[config.mk]
export PLATFORM = sky130hd
export DESIGN_NAME = ordered_key_value_multimap
export DESIGN_NICKNAME = d
export VERILOG_FILES = /design/src/rtl/okvm_pkg.sv /design/src/rtl/okvm_front.sv /design/src/rtl/okvm_back.sv /design/src/rtl/ordered_key_value_multimap.sv
export VERILOG_INCLUDE_DIRS = /design/src /design/src/rtl
export SDC_FILE = /design/constraint.sdc
export NUM_CORES = 1
export LEC_CHECK = 0
export ABC_AREA = 0
export BUFFER_PORTS_ARGS = -buffer_cell sky130_fd_sc_hd__buf_2
export CORE_MARGIN = 2
export CORE_UTILIZATION = 45
export CTS_CLUSTER_DIAMETER = 80
export DETAILED_ROUTE_END_ITERATION = 12
export SYNTH_ARGS = -nofsm -noshare
export SYNTH_HDL_FRONTEND = slang
export SYNTH_SLANG_ARGS = --single-unit
[constraint.sdc]
create_clock -name clk -period 9.5 [get_ports clk]
set_input_delay 1.9 -clock clk [delete_from_list [all_inputs] [get_ports clk]]
set_output_delay 1.9 -clock clk [all_outputs]
set_load 0.01 [all_outputs]
[src/rtl/ordered_key_value_multimap_macros.svh]
// Assertion macros for the ordered key-value multimap.
// Used by the top level only; expects clk and rst_n in the including scope.
`ifndef ORDERED_KEY_VALUE_MULTIMAP_MACROS_SVH
`define ORDERED_KEY_VALUE_MULTIMAP_MACROS_SVH

// Same-cycle implication, disabled while reset is asserted.
`define OKVM_ASSERT_IMP(label, ante, cons, msg) \
  label: assert property (@(posedge clk) disable iff (!rst_n) (ante) |-> (cons)) \
    else $error(msg);

// Next-cycle implication, disabled while reset is asserted.
`define OKVM_ASSERT_NXT(label, ante, cons, msg) \
  label: assert property (@(posedge clk) disable iff (!rst_n) (ante) |=> (cons)) \
    else $error(msg);

`endif

[src/rtl/okvm_pkg.sv]
// Shared types, sizes and codes for the ordered key-value multimap.
// No dependencies; used by every module of the block.
package okvm_pkg;

  // Table geometry.
  localparam int TABLE_DEPTH = 16;
  localparam int IDX_W       = $clog2(TABLE_DEPTH);
  localparam int CNT_W       = $clog2(TABLE_DEPTH + 1);

  // Field widths.
  localparam int CMD_W    = 2;
  localparam int KEY_W    = 32;
  localparam int VAL_W    = 32;
  localparam int STATUS_W = 2;
  localparam int PCOUNT_W = 5;

  // Stream data widths, padded to whole bytes.
  localparam int IN_DATA_W  = 72;
  localparam int OUT_DATA_W = 40;

  // Command queue between front and back (power of two).
  localparam int QUEUE_DEPTH = 2;
  localparam int Q_PTR_W     = $clog2(QUEUE_DEPTH);
  localparam int Q_CNT_W     = $clog2(QUEUE_DEPTH + 1);

  // Command codes on the input.
  localparam logic [CMD_W-1:0] CMD_ADD    = 2'd0;
  localparam logic [CMD_W-1:0] CMD_REMOVE = 2'd1;
  localparam logic [CMD_W-1:0] CMD_SEARCH = 2'd2;

  // Result status codes.
  localparam logic [STATUS_W-1:0] ST_DONE      = 2'd0;
  localparam logic [STATUS_W-1:0] ST_NOT_FOUND = 2'd1;
  localparam logic [STATUS_W-1:0] ST_FULL      = 2'd2;
  localparam logic [STATUS_W-1:0] ST_VALUE     = 2'd3;

  // Operation kind after classification by the front end.
  typedef enum logic [1:0] {
    OP_ADD,
    OP_REMOVE,
    OP_SEARCH,
    OP_NOP
  } op_t;

  // Queued operation handed from front to back.
  typedef struct packed {
    op_t               kind;
    logic [KEY_W-1:0]  key;
    logic [VAL_W-1:0]  value;
  } item_t;

  // One stored pair.
  typedef struct packed {
    logic [KEY_W-1:0]  key;
    logic [VAL_W-1:0]  value;
  } pair_t;

  // Back-end sequencer states.
  typedef enum logic [1:0] {
    S_IDLE,
    S_SCAN,
    S_SHIFT
  } bk_state_t;

  // Map a raw command code to an operation kind.
  function automatic op_t decode_cmd(input logic [CMD_W-1:0] cmd);
    op_t kind;
    case (cmd)
      CMD_ADD:    kind = OP_ADD;
      CMD_REMOVE: kind = OP_REMOVE;
      CMD_SEARCH: kind = OP_SEARCH;
      default:    kind = OP_NOP;
    endcase
    return kind;
  endfunction

endpackage

[src/rtl/okvm_front.sv]
// Front end of the multimap: accepts input transactions, decodes the
// command and holds operations in a short queue. Depends on okvm_pkg.
module okvm_front (
  input  logic                             clk,
  input  logic                             rst_n,
  input  logic                             in_tvalid,
  output logic                             in_tready,
  // [1:0] cmd, [33:2] key, [65:34] value, [71:66] zero
  input  logic [okvm_pkg::IN_DATA_W-1:0]   in_tdata,
  output logic                             q_valid,
  output okvm_pkg::item_t                  q_item,
  input  logic                             q_pop
);

  okvm_pkg::item_t                   q_mem_r [okvm_pkg::QUEUE_DEPTH];
  logic [okvm_pkg::Q_PTR_W-1:0]      wr_ptr_r, wr_ptr_nxt;
  logic [okvm_pkg::Q_PTR_W-1:0]      rd_ptr_r, rd_ptr_nxt;
  logic [okvm_pkg::Q_CNT_W-1:0]      fill_r, fill_nxt;
  okvm_pkg::item_t                   push_item;
  logic                              push;
  logic                              pop;

  // Unpack and classify the incoming transaction.
  always_comb begin
    push_item.kind  = okvm_pkg::decode_cmd(in_tdata[okvm_pkg::CMD_W-1:0]);
    push_item.key   = in_tdata[okvm_pkg::CMD_W +: okvm_pkg::KEY_W];
    push_item.value = in_tdata[okvm_pkg::CMD_W + okvm_pkg::KEY_W +: okvm_pkg::VAL_W];
  end

  // Handshake and queue bookkeeping.
  assign in_tready = (fill_r != okvm_pkg::Q_CNT_W'(okvm_pkg::QUEUE_DEPTH));
  assign push      = in_tvalid && in_tready;
  assign q_valid   = (fill_r != '0);
  assign pop       = q_pop && q_valid;
  assign q_item    = q_mem_r[rd_ptr_r];

  always_comb begin
    wr_ptr_nxt = push ? wr_ptr_r + 1'b1 : wr_ptr_r;
    rd_ptr_nxt = pop ? rd_ptr_r + 1'b1 : rd_ptr_r;
    fill_nxt   = fill_r;
    if (push && !pop) begin
      fill_nxt = fill_r + 1'b1;
    end else if (pop && !push) begin
      fill_nxt = fill_r - 1'b1;
    end
  end

  // Queue pointers and fill level.
  always_ff @(posedge clk) begin
    if (!rst_n) begin
      wr_ptr_r <= '0;
      rd_ptr_r <= '0;
      fill_r   <= '0;
    end else begin
      wr_ptr_r <= wr_ptr_nxt;
      rd_ptr_r <= rd_ptr_nxt;
      fill_r   <= fill_nxt;
    end
  end

  // Queue storage.
  always_ff @(posedge clk) begin
    if (push) begin
      q_mem_r[wr_ptr_r] <= push_item;
    end
  end

endmodule

[src/rtl/okvm_back.sv]
// Back end of the multimap: pair memory, entry count, scan and close-up
// sequencer, and the result output register. Depends on okvm_pkg.
module okvm_back (
  input  logic                               clk,
  input  logic                               rst_n,
  input  logic                               q_valid,
  input  okvm_pkg::item_t                    q_item,
  output logic                               q_pop,
  output logic                               out_tvalid,
  input  logic                               out_tready,
  // [1:0] status, [33:2] found_value, [38:34] pair_count, [39] zero
  output logic [okvm_pkg::OUT_DATA_W-1:0]    out_tdata,
  output logic                               out_tlast,
  output logic [okvm_pkg::CNT_W-1:0]         tbl_count
);

  // Pair memory and its registered read port.
  okvm_pkg::pair_t                   mem [okvm_pkg::TABLE_DEPTH];
  okvm_pkg::pair_t                   rd_data_r;
  logic                              rd_en;
  logic [okvm_pkg::IDX_W-1:0]        rd_addr;
  logic                              mem_we;
  logic [okvm_pkg::IDX_W-1:0]        mem_wa;
  okvm_pkg::pair_t                   mem_wd;

  // Sequencer state.
  okvm_pkg::bk_state_t               state_r, state_nxt;
  logic [okvm_pkg::CNT_W-1:0]        count_r, count_nxt;
  okvm_pkg::op_t                     op_kind_r, op_kind_nxt;
  logic [okvm_pkg::KEY_W-1:0]        op_key_r, op_key_nxt;
  logic [okvm_pkg::VAL_W-1:0]        op_val_r, op_val_nxt;
  logic [okvm_pkg::CNT_W-1:0]        iss_r, iss_nxt;
  logic                              dv_r, dv_nxt;
  logic [okvm_pkg::IDX_W-1:0]        cmp_idx_r, cmp_idx_nxt;
  logic                              pend_valid_r, pend_valid_nxt;
  logic [okvm_pkg::VAL_W-1:0]        pend_val_r, pend_val_nxt;

  // Output register.
  logic                              out_valid_r, out_valid_nxt;
  logic [okvm_pkg::STATUS_W-1:0]     out_status_r, out_status_nxt;
  logic [okvm_pkg::VAL_W-1:0]        out_val_r, out_val_nxt;
  logic [okvm_pkg::PCOUNT_W-1:0]     out_cnt_r, out_cnt_nxt;
  logic                              out_last_r, out_last_nxt;

  // Result produced this cycle.
  logic                              emit;
  logic [okvm_pkg::STATUS_W-1:0]     emit_status;
  logic [okvm_pkg::VAL_W-1:0]        emit_val;
  logic                              emit_last;

  logic                              advance;
  logic                              key_hit;
  logic                              pair_hit;
  logic                              scan_end;
  logic                              more;

  // The sequencer steps only when the output register can take a result.
  assign advance  = !out_valid_r || out_tready;
  assign key_hit  = dv_r && (rd_data_r.key == op_key_r);
  assign pair_hit = key_hit && (rd_data_r.value == op_val_r);
  assign more     = (iss_r < count_r);
  assign scan_end = !dv_r && !more;
  assign q_pop    = advance && (state_r == okvm_pkg::S_IDLE) && q_valid;
  assign rd_addr  = iss_r[okvm_pkg::IDX_W-1:0];
  assign rd_en    = advance && (state_r != okvm_pkg::S_IDLE) && more;

  // Next-state logic.
  always_comb begin
    state_nxt = state_r;
    case (state_r)
      okvm_pkg::S_IDLE: begin
        if (q_pop && (q_item.kind == okvm_pkg::OP_REMOVE ||
                      q_item.kind == okvm_pkg::OP_SEARCH)) begin
          state_nxt = okvm_pkg::S_SCAN;
        end
      end
      okvm_pkg::S_SCAN: begin
        if (advance) begin
          if (op_kind_r == okvm_pkg::OP_REMOVE && pair_hit) begin
            state_nxt = okvm_pkg::S_SHIFT;
          end else if (scan_end) begin
            state_nxt = okvm_pkg::S_IDLE;
          end
        end
      end
      okvm_pkg::S_SHIFT: begin
        if (advance && scan_end) begin
          state_nxt = okvm_pkg::S_IDLE;
        end
      end
      default: state_nxt = okvm_pkg::S_IDLE;
    endcase
  end

  // Datapath and result generation per state.
  always_comb begin
    count_nxt      = count_r;
    op_kind_nxt    = op_kind_r;
    op_key_nxt     = op_key_r;
    op_val_nxt     = op_val_r;
    iss_nxt        = iss_r;
    dv_nxt         = dv_r;
    cmp_idx_nxt    = cmp_idx_r;
    pend_valid_nxt = pend_valid_r;
    pend_val_nxt   = pend_val_r;
    mem_we         = 1'b0;
    mem_wa         = count_r[okvm_pkg::IDX_W-1:0];
    mem_wd         = '{key: q_item.key, value: q_item.value};
    emit           = 1'b0;
    emit_status    = okvm_pkg::ST_DONE;
    emit_val       = '0;
    emit_last      = 1'b1;

    // Memory read issue shared by the scan and close-up passes.
    if (rd_en) begin
      iss_nxt     = iss_r + 1'b1;
      cmp_idx_nxt = iss_r[okvm_pkg::IDX_W-1:0];
    end
    if (advance && state_r != okvm_pkg::S_IDLE) begin
      dv_nxt = more;
    end

    case (state_r)
      okvm_pkg::S_IDLE: begin
        if (q_pop) begin
          op_kind_nxt = q_item.kind;
          op_key_nxt  = q_item.key;
          op_val_nxt  = q_item.value;
          case (q_item.kind)
            okvm_pkg::OP_ADD: begin
              emit = 1'b1;
              if (count_r == okvm_pkg::CNT_W'(okvm_pkg::TABLE_DEPTH)) begin
                emit_status = okvm_pkg::ST_FULL;
              end else begin
                mem_we    = 1'b1;
                count_nxt = count_r + 1'b1;
              end
            end
            okvm_pkg::OP_NOP: begin
              emit = 1'b1;
            end
            default: begin
              iss_nxt        = '0;
              dv_nxt         = 1'b0;
              pend_valid_nxt = 1'b0;
            end
          endcase
        end
      end
      okvm_pkg::S_SCAN: begin
        if (advance) begin
          if (op_kind_r == okvm_pkg::OP_REMOVE) begin
            if (pair_hit) begin
              // Restart reading just past the match for the close-up.
              iss_nxt = okvm_pkg::CNT_W'(cmp_idx_r) + 1'b1;
              dv_nxt  = 1'b0;
            end else if (scan_end) begin
              emit        = 1'b1;
              emit_status = okvm_pkg::ST_NOT_FOUND;
            end
          end else begin
            // Hold one match back so the final one can carry the last flag.
            if (key_hit) begin
              if (pend_valid_r) begin
                emit        = 1'b1;
                emit_status = okvm_pkg::ST_VALUE;
                emit_val    = pend_val_r;
                emit_last   = 1'b0;
              end
              pend_valid_nxt = 1'b1;
              pend_val_nxt   = rd_data_r.value;
            end else if (scan_end) begin
              emit = 1'b1;
              if (pend_valid_r) begin
                emit_status = okvm_pkg::ST_VALUE;
                emit_val    = pend_val_r;
              end else begin
                emit_status = okvm_pkg::ST_NOT_FOUND;
              end
            end
          end
        end
      end
      okvm_pkg::S_SHIFT: begin
        if (advance) begin
          // Move each later pair down by one place.
          if (dv_r) begin
            mem_we = 1'b1;
            mem_wa = cmp_idx_r - 1'b1;
            mem_wd = rd_data_r;
          end
          if (scan_end) begin
            count_nxt = count_r - 1'b1;
            emit      = 1'b1;
          end
        end
      end
      default: ;
    endcase
  end

  // Output register loads whenever the sequencer steps.
  always_comb begin
    out_valid_nxt  = out_valid_r;
    out_status_nxt = out_status_r;
    out_val_nxt    = out_val_r;
    out_cnt_nxt    = out_cnt_r;
    out_last_nxt   = out_last_r;
    if (advance) begin
      out_valid_nxt = emit;
      if (emit) begin
        out_status_nxt = emit_status;
        out_val_nxt    = emit_val;
        out_cnt_nxt    = okvm_pkg::PCOUNT_W'(count_nxt);
        out_last_nxt   = emit_last;
      end
    end
  end

  // Control registers.
  always_ff @(posedge clk) begin
    if (!rst_n) begin
      state_r      <= okvm_pkg::S_IDLE;
      count_r      <= '0;
      dv_r         <= 1'b0;
      pend_valid_r <= 1'b0;
      out_valid_r  <= 1'b0;
    end else begin
      state_r      <= state_nxt;
      count_r      <= count_nxt;
      dv_r         <= dv_nxt;
      pend_valid_r <= pend_valid_nxt;
      out_valid_r  <= out_valid_nxt;
    end
  end

  // Payload registers.
  always_ff @(posedge clk) begin
    op_kind_r    <= op_kind_nxt;
    op_key_r     <= op_key_nxt;
    op_val_r     <= op_val_nxt;
    iss_r        <= iss_nxt;
    cmp_idx_r    <= cmp_idx_nxt;
    pend_val_r   <= pend_val_nxt;
    out_status_r <= out_status_nxt;
    out_val_r    <= out_val_nxt;
    out_cnt_r    <= out_cnt_nxt;
    out_last_r   <= out_last_nxt;
  end

  // Pair memory: one write port, one registered read port.
  always_ff @(posedge clk) begin
    if (mem_we) begin
      mem[mem_wa] <= mem_wd;
    end
    if (rd_en) begin
      rd_data_r <= mem[rd_addr];
    end
  end

  assign out_tvalid = out_valid_r;
  assign out_tlast  = out_last_r;
  assign out_tdata  = {1'b0, out_cnt_r, out_val_r, out_status_r};
  assign tbl_count  = count_r;

endmodule

[src/rtl/ordered_key_value_multimap.sv]
// Ordered key-value multimap: a table of up to TABLE_DEPTH (16) key-value
// pairs kept in insertion order. A search, or a remove that finds no match,
// reads the pair memory one entry per cycle while the output is not stalled;
// a remove that matches closes up the later pairs right behind the match
// through the same single read port. A result that waits at the output
// stops the sequencer until it is taken. A search delivers one result per
// matching pair, oldest first, with tlast on the final one. Input
// transactions are buffered in a two-entry queue, so the input keeps
// accepting up to two transactions while a result waits to be taken. Every
// result reports the pair count after its operation. Depends on okvm_pkg,
// okvm_front and okvm_back.
`include "ordered_key_value_multimap_macros.svh"

module ordered_key_value_multimap (
  input  logic                             clk,
  input  logic                             rst_n,
  input  logic                             in_tvalid,
  output logic                             in_tready,
  // [1:0] cmd, [33:2] key, [65:34] value, [71:66] zero
  input  logic [okvm_pkg::IN_DATA_W-1:0]   in_tdata,
  output logic                             out_tvalid,
  input  logic                             out_tready,
  // [1:0] status, [33:2] found_value, [38:34] pair_count, [39] zero
  output logic [okvm_pkg::OUT_DATA_W-1:0]  out_tdata,
  output logic                             out_tlast
);

  logic                              q_valid;
  okvm_pkg::item_t                   q_item;
  logic                              q_pop;
  logic [okvm_pkg::CNT_W-1:0]        tbl_count;
  logic [okvm_pkg::STATUS_W-1:0]     out_status;
  logic [okvm_pkg::VAL_W-1:0]        out_found;

  // Front end: accept and classify.
  okvm_front u_front (
    .clk       (clk),
    .rst_n     (rst_n),
    .in_tvalid (in_tvalid),
    .in_tready (in_tready),
    .in_tdata  (in_tdata),
    .q_valid   (q_valid),
    .q_item    (q_item),
    .q_pop     (q_pop)
  );

  // Back end: table operations and results.
  okvm_back u_back (
    .clk        (clk),
    .rst_n      (rst_n),
    .q_valid    (q_valid),
    .q_item     (q_item),
    .q_pop      (q_pop),
    .out_tvalid (out_tvalid),
    .out_tready (out_tready),
    .out_tdata  (out_tdata),
    .out_tlast  (out_tlast),
    .tbl_count  (tbl_count)
  );

  assign out_status = out_tdata[okvm_pkg::STATUS_W-1:0];
  assign out_found  = out_tdata[okvm_pkg::STATUS_W +: okvm_pkg::VAL_W];

  // The pair count never exceeds the table depth.
  `OKVM_ASSERT_IMP(a_count_bound, 1'b1, tbl_count <= okvm_pkg::CNT_W'(okvm_pkg::TABLE_DEPTH), "pair count above table depth")

  // The pair count moves by at most one per cycle.
  `OKVM_ASSERT_NXT(a_count_step, 1'b1, (tbl_count == $past(tbl_count)) || (tbl_count == $past(tbl_count) + 1'b1) || (tbl_count + 1'b1 == $past(tbl_count)), "pair count jumped")

  // A table-full result only appears while the table is full.
  `OKVM_ASSERT_IMP(a_full_status, out_tvalid && out_status == okvm_pkg::ST_FULL, tbl_count == okvm_pkg::CNT_W'(okvm_pkg::TABLE_DEPTH), "full status with free entries")

  // Results without a delivered value are single and carry a zero value.
  `OKVM_ASSERT_IMP(a_plain_result, out_tvalid && out_status != okvm_pkg::ST_VALUE, out_tlast && out_found == '0, "plain result not last or value not zero")

endmodule

==> impl_metrics.yaml <==
outcome:
  status: "finished clean"
drt:
  wirelength_mm: 116
  firstDrtPassIters: 5
  viasPerCell: 5.78
  routedWlPerCell_um: 28.3
  antenna_left: 0
  drc: 0
  num_vias: 23800
  drtIter0Drc: 2476
clock_network:
  cts_setup_buffers: 0
  cts_root_buf: "clkbuf_16"
  numCtsBuffers: 141
  cts_tree: "yes"
  worstSkewPairLatency_ns: 0.75
  post_cts_resized: 0
  hold_buffers: 0
  ctsHtreeMaxLevel: 4
  cts_sinks: 1382
  clkSlewWorstSetupHoldPaths_ns: 0.05
  max-clock-path-buffers: 3
critical_path:
  critical_path_arrival_ns: 5.44
  start_kind: "input pin"
  startpoint: "out_tready"
  critPathRequiredTime_ns: 9.86
  rr_startpoint: "u_back.state_r[0]$_SDFFE_PN0P_"
  end_kind: "register"
  crit_path_max_fanout: 36
  worstSetupPathType: "in2reg"
die:
  die_h_um: 346
  io_pins: 119
  die-area_um2: 120000
  die_w_um: 346
  start_util_pct: 45.4
  rows: 125
  core_um2: 116000
sta:
  setup_viol: 0
  period_share_pct: 53.5
  fmax_mhz: 197
  slew_viol_final: 0
  worst_slew_pin_slew_ns: 1.08
  max_slew_margin_pct: 28.2
  finalHoldViolCount: 0
  setup_slack_ns: 4.41
  timing.setup.tns_ns: 0
  whs_ns: 0.498
  skew_ns: 0.0271
  layout_min_cycle_time_ns: 5.09
  rsz0062_at_grt: "false"
synthesis:
  syn_area_um2: 52700
  synth-seq-cells: 1382
  synth_cell_types: 62
  yosysWarnings: 0
  synth_area_leader_cell: "edfxtp_1"
  synth_top_area_share_pct: 77.6
  synth_edf_count: 1362
  postSynthCellCount: 2276
  yosys-top-cells-count: "1362 x edfxtp_1, 320 x mux4_2, 130 x mux2_2"
  yosysMostFrequentCell: "edfxtp_1"
  synthArstFlopShare_pct: 0
  syn_avg_cell_area_um2: 23.2
  synthTopCellsByArea: "edfxtp_1 78%, mux4_2 14%, mux2_2 2.8%"
  yosysSeqAreaShare_pct: 78.3
  ys.flop_type: "edfxtp_1"
  syn_nets: 2367
final_layout:
  num-nets-final: 2568
  antenna_cells: 0
  syn_to_final_growth_pct: 13.4
  fin_util_pct: 51.4
  multi_input_area_um2: 11100
  stdcell_area_um2: 59800
  ff_latch_area_um2: 41300
  drive_gt1_share_pct: 32.2
  nFillCells: 8932
  layout.cells.non_filler: 4113
placed_design:
  dp_slack_ns: 3.61
  io_buffers: 111
  dpl.hpwl_mm: 61.9
  gp_congestion: 0.798
  dpl-instance-area_um2: 55400
  dp.cells: 3858
power:
  total_power_mw: 16.7
  p_leak_nw: 18.4
  irDropWorstVdd_mv: 0.167
  power_density_nw_per_um2: 280
grt:
  grt_pass1_wl_mm: 170
  antenna_found_initial: 3
  gr-usage-all-layers_pct: 19.6
  grt_max_degree: 106
  grt_pass1_vias: 25000
  grt_overflow: 0
run:
  maxCapViolations: 0
hold_path:
  hold_start: "u_back.rd_data_r[23]$_DFFE_PN_"
  min-delay-path-class: "reg2reg"
[state kept, by name, summed over array words and instances, names as in the netlist, 2 cells and up, named ones only]
| signal | count |
|---|---|
| u_back.mem | 1024 |
| u_front.q_mem_r | 132 |
| u_back.rd_data_r | 64 |
| u_back.op_key_r | 32 |
| u_back.op_val_r | 32 |
| u_back.out_val_r | 32 |
| u_back.pend_val_r | 32 |
| u_back.iss_r | 5 |
| u_back.out_cnt_r | 5 |
| u_back.tbl_count | 5 |
| u_back.cmp_idx_r | 4 |
| u_back.op_kind_r | 2 |
| u_back.out_status_r | 2 |
| u_back.state_r | 2 |
| u_front.fill_r | 2 |
[worst paths after layout]
kind         cells past startpoint                              end  slack, ns
min reg2reg                      0  u_back.pend_val_r[23]$_DFFE_PP_       0.50
min                              0  u_back.pend_val_r[23]$_DFFE_PP_       0.50
max reg2reg                      9      u_back.mem[6][29]$_DFFE_PP_       4.66
max                              8      u_back.mem[6][29]$_DFFE_PP_       4.41
[cells in the final DEF (no fill, tap or decap), types with 19 or more instances in the layout]
master / n
mux2_2: 130
clkinv_1: 39
buf_2: 111
clkbuf_16: 142
clkbuf_1: 29
buf_4: 36
clkinv_2: 23
nand2_1: 19
xnor2_1: 26
mux4_2: 320
and2_1: 37
edfxtp_1: 1362
xor2_1: 51
[logic make-up after synthesis]
kind of cell	share of synthesized area, %
simple gates	1.93
compound gates	0.700
fa+ha+maj	0.356
xor+xnor	1.28
flops	78.3
other cells	0.00711
mux	16.5
buf+inv	0.892
[area by class of cell]
type,instances,area share [%]
Tap cell,1524,3.19
Sequential cell,1382,69.1
Multi-Input combinational cell,778,18.6
Clock buffer,171,6.13
Clock inverter,84,1.17
Timing Repair Buffer,156,1.68
Inverter,18,0.113
[per-layer routing]
layer	vias up	wire length, um	global-route usage (%)
met5	-	0	0
met1	12800	49200	27.3
met2	828	57400	32.2
li1	9984	-	-
met3	175	7180	3.55
met4	0	2470	5.36
[power by group]
group,internal [mW],total (mW),switching (mW)
registers,7.80,8.05,0.250
clock network,2.97,5.23,2.25
logic,1.50,3.46,1.97
total,12.3,16.7,4.47
[critical path, stage by stage]
cell and delay, ns:
buf_2 0.08, and2b_4 0.22, nor2_4 0.77, and3_1 0.39
a41oi_1 0.47, nor2_4 0.20, buf_4 0.58, buf_4 0.78
Note: power is estimated with default switching activity, not from simulation.
